### src/design/bqd_pkg.sv
package bqd_pkg;

    localparam int SAMPLE_BITS_DEF = 24;
    localparam int COEF_BITS_DEF   = 32;

    // wide sum wraps modulo 2^64, rounding drops 20 bits, output scale is UQ1.30
    localparam int ACC_W    = 64;
    localparam int RND_SH   = 20;
    localparam int SCALE_SH = 30;
    localparam int Q_W      = ACC_W - RND_SH - SCALE_SH;
    localparam int R_W      = SCALE_SH;

    localparam int MAC_STEPS = 5;

    localparam int CFG_ADDR_W = 3;

    localparam longint FF_COEF0_RESET     = 64'd4194304;
    localparam longint OUTPUT_SCALE_RESET = 64'd268435456;

    typedef enum logic [CFG_ADDR_W-1:0] {
        REG_FF_COEF0     = 3'd0,
        REG_FF_COEF1     = 3'd1,
        REG_FF_COEF2     = 3'd2,
        REG_FB_COEF1     = 3'd3,
        REG_FB_COEF2     = 3'd4,
        REG_OUTPUT_SCALE = 3'd5
    } cfg_reg_t;

    // operand pair for the shared multiplier; the first five follow the mac order
    typedef enum logic [2:0] {
        SEL_X0    = 3'd0,
        SEL_X1    = 3'd1,
        SEL_X2    = 3'd2,
        SEL_Y1    = 3'd3,
        SEL_Y2    = 3'd4,
        SEL_FRAC  = 3'd5,
        SEL_WHOLE = 3'd6
    } mul_sel_t;

    typedef struct packed {
        logic     mul_en;
        mul_sel_t mul_sel;
        logic     acc_add;
        logic     rnd_ld;
        logic     frac_ld;
        logic     fin;
    } bqd_ctrl_t;

endpackage

### src/design/bqd_seq.sv
module bqd_seq (
    input  logic                aclk,
    input  logic                aresetn,
    input  logic                in_fire,
    input  logic                out_free,
    output logic                in_ready,
    output bqd_pkg::bqd_ctrl_t  ctrl
);
    import bqd_pkg::*;

    localparam int CNT_W = $clog2(MAC_STEPS + 1);

    typedef enum logic [5:0] {
        ST_IDLE  = 6'b000001,
        ST_MAC   = 6'b000010,
        ST_RND   = 6'b000100,
        ST_FRAC  = 6'b001000,
        ST_WHOLE = 6'b010000,
        ST_SAT   = 6'b100000
    } state_t;

    state_t            state_reg, state_next;
    logic [CNT_W-1:0]  cnt_reg, cnt_next;

    always_ff @(posedge aclk) begin
        if (!aresetn) begin
            state_reg <= ST_IDLE;
            cnt_reg   <= '0;
        end else begin
            state_reg <= state_next;
            cnt_reg   <= cnt_next;
        end
    end

    always_comb begin
        state_next   = state_reg;
        cnt_next     = cnt_reg;
        ctrl         = '0;
        ctrl.mul_sel = SEL_X0;
        unique case (state_reg)
            ST_IDLE: begin
                if (in_fire) begin
                    state_next = ST_MAC;
                    cnt_next   = '0;
                end
            end
            ST_MAC: begin
                // product issued last cycle is added while the next one is formed
                ctrl.acc_add = (cnt_reg != '0);
                if (cnt_reg == CNT_W'(MAC_STEPS)) begin
                    state_next = ST_RND;
                end else begin
                    ctrl.mul_en  = 1'b1;
                    ctrl.mul_sel = mul_sel_t'(3'(cnt_reg));
                end
                cnt_next = cnt_reg + 1'b1;
            end
            ST_RND: begin
                ctrl.rnd_ld = 1'b1;
                state_next  = ST_FRAC;
            end
            ST_FRAC: begin
                ctrl.mul_en  = 1'b1;
                ctrl.mul_sel = SEL_FRAC;
                state_next   = ST_WHOLE;
            end
            ST_WHOLE: begin
                ctrl.mul_en  = 1'b1;
                ctrl.mul_sel = SEL_WHOLE;
                ctrl.frac_ld = 1'b1;
                state_next   = ST_SAT;
            end
            ST_SAT: begin
                if (out_free) begin
                    ctrl.fin   = 1'b1;
                    state_next = ST_IDLE;
                end
            end
            default: state_next = ST_IDLE;
        endcase
    end

    assign in_ready = (state_reg == ST_IDLE);

endmodule

### config.mk
export PLATFORM = sky130hd
export DESIGN_NAME = bqd_seq
export DESIGN_NICKNAME = d
export VERILOG_FILES = /design/src/design/bqd_pkg.sv /design/src/design/bqd_seq.sv
export SDC_FILE = /design/constraint.sdc
export NUM_CORES = 1
export LEC_CHECK = 0
export ABC_CLOCK_PERIOD_IN_PS = 1700
export BUFFER_PORTS_ARGS = -buffer_cell sky130_fd_sc_hd__buf_4
export CAP_MARGIN = 40
export CORE_AREA = 2 2 39 41
export CTS_BUF_LIST = sky130_fd_sc_hd__clkbuf_2
export CTS_CLUSTER_DIAMETER = 80
export CTS_CLUSTER_SIZE = 30
export DETAILED_ROUTE_END_ITERATION = 10
export DIE_AREA = 0 0 41 43
export PLACE_DENSITY = 0.74
export SYNTH_ARGS = -nofsm -noshare
export SYNTH_HDL_FRONTEND = slang
export SYNTH_SLANG_ARGS = --single-unit
### constraint.sdc
create_clock -name aclk -period 1.7 [get_ports aclk]
set_input_delay 0.255 -clock aclk [delete_from_list [all_inputs] [get_ports aclk]]
set_output_delay 0.255 -clock aclk [all_outputs]
set_load 0.03 [all_outputs]
# Word-level counts from Yosys, hierarchy flattened
# Index checks and enable logic that the tools add are counted.
[totals] inputBits=4 word_cells=30 ff_bits=9 output_inout_bits=9
[classes] addsub=1 n_eq_ne=10 mux=13 n_reduce_logical=4
[op_table] operator="$pmux W6 S6" n=1
[op_table] operator="$mux W6" n=3
[op_table] operator="$pmux W4 S3" n=1
[op_table] operator="$eq A6 B1 Y1 const B" n=1
[op_table] operator="$eq A6 B2 Y1 const B" n=1
[op_table] operator="$eq A6 B3 Y1 const B" n=1
[op_table] operator="$eq A6 B4 Y1 const B" n=1
[op_table] operator="$eq A6 B5 Y1 const B" n=1
[op_table] operator="$eq A6 B6 Y1 const B" n=1
[op_table] operator="$ne A2 B2 Y1 const B" n=3
[op_table] operator="$pmux W3 S2" n=1
[op_table] operator="$mux W1" n=5
[op_table] operator="$mux W4" n=1
[op_table] operator="$add A3 B1 Y3 const B" n=1
[op_table] operator="$eq A3 B3 Y1 const B" n=1
[op_table] operator="$mux W3" n=1
[op_table] operator="$reduce_and A3 Y1" n=1
[op_table] operator="$reduce_bool A3 Y1" n=1
[op_table] operator="$reduce_and A2 Y1" n=1
[op_table] operator="$reduce_bool A2 Y1" n=1

# Depth between registers and ports, before layout
[depth] depth_word=3 depth_mapped=6 mapped_depth_nobuf=6

# Least setup slack after synthesis
# OpenSTA, ideal clock, no wires.
[synth_timing] path_type="register to output" from="register state_reg[3]" to="output ctrl[6] (netlist name)" required_ns=1.445 n_path_buf=1 path_slack_ns=-0.593 stages_incl_launch_ff=5 t_arrival_ns=2.038 cell_sequence="dfxtp_1 buf_6 nor4_1 nand2_1 o31ai_1"
[synth_lines] item="start, declared" line_no="bqd_seq.sv:22" text="state_t state_reg, state_next;"
[synth_lines] item="start signal, assigned" line_no="bqd_seq.sv:30" text="state_reg <= state_next;"
[synth_lines] item="end, declared" line_no="bqd_seq.sv:7" text="output bqd_pkg::bqd_ctrl_t ctrl"

==> results <==
- Clock-pin slew was measured on the worst setup and hold paths at 0.10 ns.
- Clock latency on the worst-skew pair, taken at its later pin, is ~0.24 ns.
- Of the total power, combinational logic draws 47.8%.
- The ratio of cells with drive above 1 in the final layout is between 60% and 70%.
- Synthesis instantiated 33 different standard cells from the library.
- The highest clock rate is about 500 MHz.
- The final max-slew violation count is 0.
- The number of cells on the worst hold path is 2.
- The fraction of power spent switching nets is between 30% and 40%.
- CTS built an H-tree with a depth of 1.
- The share of synthesized area in the top cell type comes to 32.0%.
- The internal portion of the total power is between 400 and 500 uW.
- Detailed placement ended at an HPWL of roughly 1.1 mm.
- The Yosys step of the flow raised 0 warnings.
- The share of total power dissipated in sequential elements is between 30% and 40%.
- Summed over all cells, the static leakage comes to 0.000451 uW.
- The checks that failed: negative setup slack.
- For this run, the total global-route usage over all layers was measured as between 20 and 25%.
- The antenna diode count is 0.
- The final critical-path required period is between 1.5 and 2 ns.
- The buffer type at the clock tree root is sky130_fd_sc_hd__clkbuf_2.
- Of all nets on the critical path, the largest fanout is 4.
- The final net count is between 100 and 150.
- Yosys attributes the largest share of cell area to sky130_fd_sc_hd__dfxtp_1 32%, sky130_fd_sc_hd__ha_1 6.7%, sky130_fd_sc_hd__nand3_1 6.2%.
- Counting instances in the post-synthesis netlist gives the leading cell types as 9 x sky130_fd_sc_hd__dfxtp_1, 7 x sky130_fd_sc_hd__inv_1, 7 x sky130_fd_sc_hd__nand3_1.
- TritonCTS built the clock tree.
- The clock skew after layout is 0.00955 ns.
- The proportion of synthesized flip-flops having asynchronous set or reset is 0%.
- Summed over all layers, the global routing overflow is 0.
- The data arrival at the endpoint of the critical path is between 1.5 and 2 ns.
- Measured in cells, the most critical reg-to-reg path has a length of 4.
- The detailed-route DRC error count is 0.
- The sum of negative setup slack is -1.71 ns.
- The endpoint of the worst hold-timing path is cnt_reg[2].
- The number of iterations in the first detailed-routing pass is 4.
- The worst-case IR drop observed on VDD is 0.000541 V.
- The gate count of the mapped netlist is between 60 and 70.
- The average routed wire per standard cell is between 15 and 20 microns.
- At the end of the flow the core is filled with cells to about three quarters.
- The startpoint identified for the worst hold timing path is aresetn.
- Wires add up to between 1.5 and 2 mm.
- The mean number of vias per cell is approximately 5.7.
- The floorplan step defined a core boundary enclosing 0.00138 sq mm.
- The number of clock buffers inserted by TritonCTS is 3.
- Input and output buffers added on the ports amount to 12.
- The analysis attributes to net switching a power of roughly 270 uW.
- The share of total power dissipated in the clock network is roughly 19%.
- Among all flip-flop cells after synthesis, the most frequent one is sky130_fd_sc_hd__dfxtp_1.
- After floorplanning, the core was divided into 14 placement rows.
- The number of antenna violations at the first check in global routing is 0.
- The number of nets in the synthesized netlist is 74.
- The most prevalent standard cell on the critical path is sky130_fd_sc_hd__buf_6.
- The reg-to-reg critical path endpoint is state_reg[0].
- Setup repair after global routing could not meet its margin everywhere.
- Setup violations remaining at the end of the flow were counted as 13.
- The cell family with the largest share of critical-path delay is simple AND/OR/NAND/NOR gates.
- The starting utilization of the core area is about two fifths.
- The register with the most flip-flops in the layout has 6 of them.
- The endpoint type of the worst setup path is an output pin.
- The slew at the pin with the worst max-slew slack is 0.506 ns.
- The class of the most critical hold timing path is input port to flip-flop.
- Sequential cells were found to cover roughly a third of the synthesized design area.
- The cell at the slowest stage of the critical path is sky130_fd_sc_hd__or4_4.
- The flow ran to the end, but the final reports show violations.
- The final number of hold-violating endpoints is 0.
- The worst register-to-register path begins at state_reg[0].
- The critical path goes through buf_6, or4_4, nor3b_4, a21o_4, buf_6.
- The area growth from synthesis to layout is 83.6%.
- The global placement routability congestion is 0.822.
- The flop and latch count out of synthesis is 9.
- The most used standard cell by instance count after synthesis is sky130_fd_sc_hd__dfxtp_1.
- The clock net in this run drives a total of 9 sinks.
- The mapped cell area is between 500 and 600 sq um.
- For this block, the initial DRC count from the detailed router was 19.
- The sum of buffers and inverters on the critical path is 2.
- The die extent in x is 41 microns.
- The nature of the critical path startpoint is a flip-flop.
- The global-route wire length before repair is between 2 and 3 mm.
- In this run, synthesis inferred 0 flip-flops with an integrated enable.
- Data on the critical path is required at its endpoint by between 1 and 1.5 ns.
- The total die area is approximately 0.0018 sq mm.
- The average size of a mapped cell is about 8.4 sq um.
- Entering global routing, the biggest net connects 7 pins.
- For this design the ratio of total power to cell area is just over 700 mW/mm^2.
- The number of buffers between clock root and the deepest sink is 2.
- For flop-to-flop paths, the worst setup slack is -0.18 ns.
- The count of max-cap constraint violations is 0.
- In the post-route analysis, the smallest setup slack over all paths is -0.286 ns.
- The worst slew margin relative to its limit is between 60 and 70%.
- The critical path class is flip-flop to output pin.
- The via count of the first global-routing pass is 625.
- The routed layout has roughly 670 vias.
- The die height is around 43 microns.
- The residual antenna-violating net count after detailed routing is 0.
- The largest single stage delay on the critical path is roughly 0.46 ns.
- The leading area contributor after synthesis is sky130_fd_sc_hd__dfxtp_1.
- Dividing the final minimum period by the clock period gives 117%.
- Pin placement for this block handled 13 I/O pins.
==> through the flow <==
stage	cells	setup slack [ns]	cell area [sq um]	power [uW]	hold slack, ns
6_report	117	-0.286	1030	729	0.313
3_3_place_gp	104	-0.0559	790	455	0.503
3_5_place_dp	104	-0.0922	790	459	0.516
2_1_floorplan	67	-0.120	616	373	0.401
5_1_grt	117	-0.317	1030	764	0.308
4_1_cts	113	-0.265	922	649	0.276
==> worst max path at each step <==
| stage | startpoint | to | slack (ns) | depth (start not counted) |
|---|---|---|---|---|
| after CTS | state_reg[2] | ctrl[0] | -0.26 | 4 |
| final | state_reg[0] | ctrl[5] | -0.29 | 5 |
| after global routing | state_reg[2] | ctrl[5] | -0.32 | 4 |
| after detailed placement | state_reg[1] | state_reg[0] | -0.09 | 4 |
| after global placement | state_reg[1] | state_reg[0] | -0.06 | 4 |
| after floorplan | state_reg[3] | ctrl[6] | -0.12 | 4 |
==> power groups by stage <==
stage / combinational [uW] / sequential (uW) / clock (uW)
2_1_floorplan: 126 / 246 / 0
3_3_place_gp: 214 / 241 / 0
3_5_place_dp: 217 / 242 / 0
4_1_cts: 266 / 239 / 143
5_1_grt: 367 / 242 / 155
6_report: 348 / 240 / 141
==> logic make-up (layout without fill, tap and decap cells) <==
group	count (synthesis)	after routing	share of synthesized area [%]
xor gates and xnor gates	2	2	3.11
AOI/OAI and AO/OA	13	13	16.0
buffers and inverters	9	43	8.00
adders and majority gates	3	3	6.67
DFF	9	9	32.0
and+or+nand+nor	31	31	34.2
==> placed cells by master, fill, tap and decap left out, types with 2 or more instances in the layout <==
cell type,n
sky130_fd_sc_hd__o21ai_0,2
sky130_fd_sc_hd__a21oi_1,2
sky130_fd_sc_hd__dfxtp_1,3
sky130_fd_sc_hd__nand2_2,2
sky130_fd_sc_hd__ha_1,3
sky130_fd_sc_hd__buf_6,11
sky130_fd_sc_hd__or4_4,2
sky130_fd_sc_hd__nand3_1,5
sky130_fd_sc_hd__buf_4,21
sky130_fd_sc_hd__inv_1,6
sky130_fd_sc_hd__dfxtp_2,6
sky130_fd_sc_hd__nor2_1,3
sky130_fd_sc_hd__clkbuf_2,4
sky130_fd_sc_hd__nor2b_1,2
sky130_fd_sc_hd__nor3b_4,2
==> area by class of cell <==
type | count | area [sq um]
Timing Repair Buffer | 32 | 282
Clock buffer | 4 | 20.0
Sequential cell | 9 | 188
Inverter | 7 | 26.3
Tap cell | 16 | 20.0
Multi-Input combinational cell | 49 | 498
Fill cell | 95 | 350
==> layer usage <==
layer	global-route usage, %	routed length (microns)	vias up
met3	4.71	76	2
met5	0	0	-
met1	25.6	790	320
met4	6.00	15	0
li1	-	-	317
met2	39.4	998	26
==> timing repair <==
item | 4_1_cts | 5_1_grt
setup endpoints to repair | 11 | 14
buffers inserted | 5 | 4
cloned | 0 | 0
resized for setup | 19 | 16
hold endpoints to repair | 0 | 0
hold buffers | 0 | 0
pin swaps | 5 | 10
==> worst reg2reg max path: cells and delay by family, from the launching register on <==
kind | cells | cell delay, ns
compound gates | 1 | 0.17
flops | 1 | 0.34
simple gates | 3 | 1.28
No activity file was read; power rests on OpenSTA's default activity.
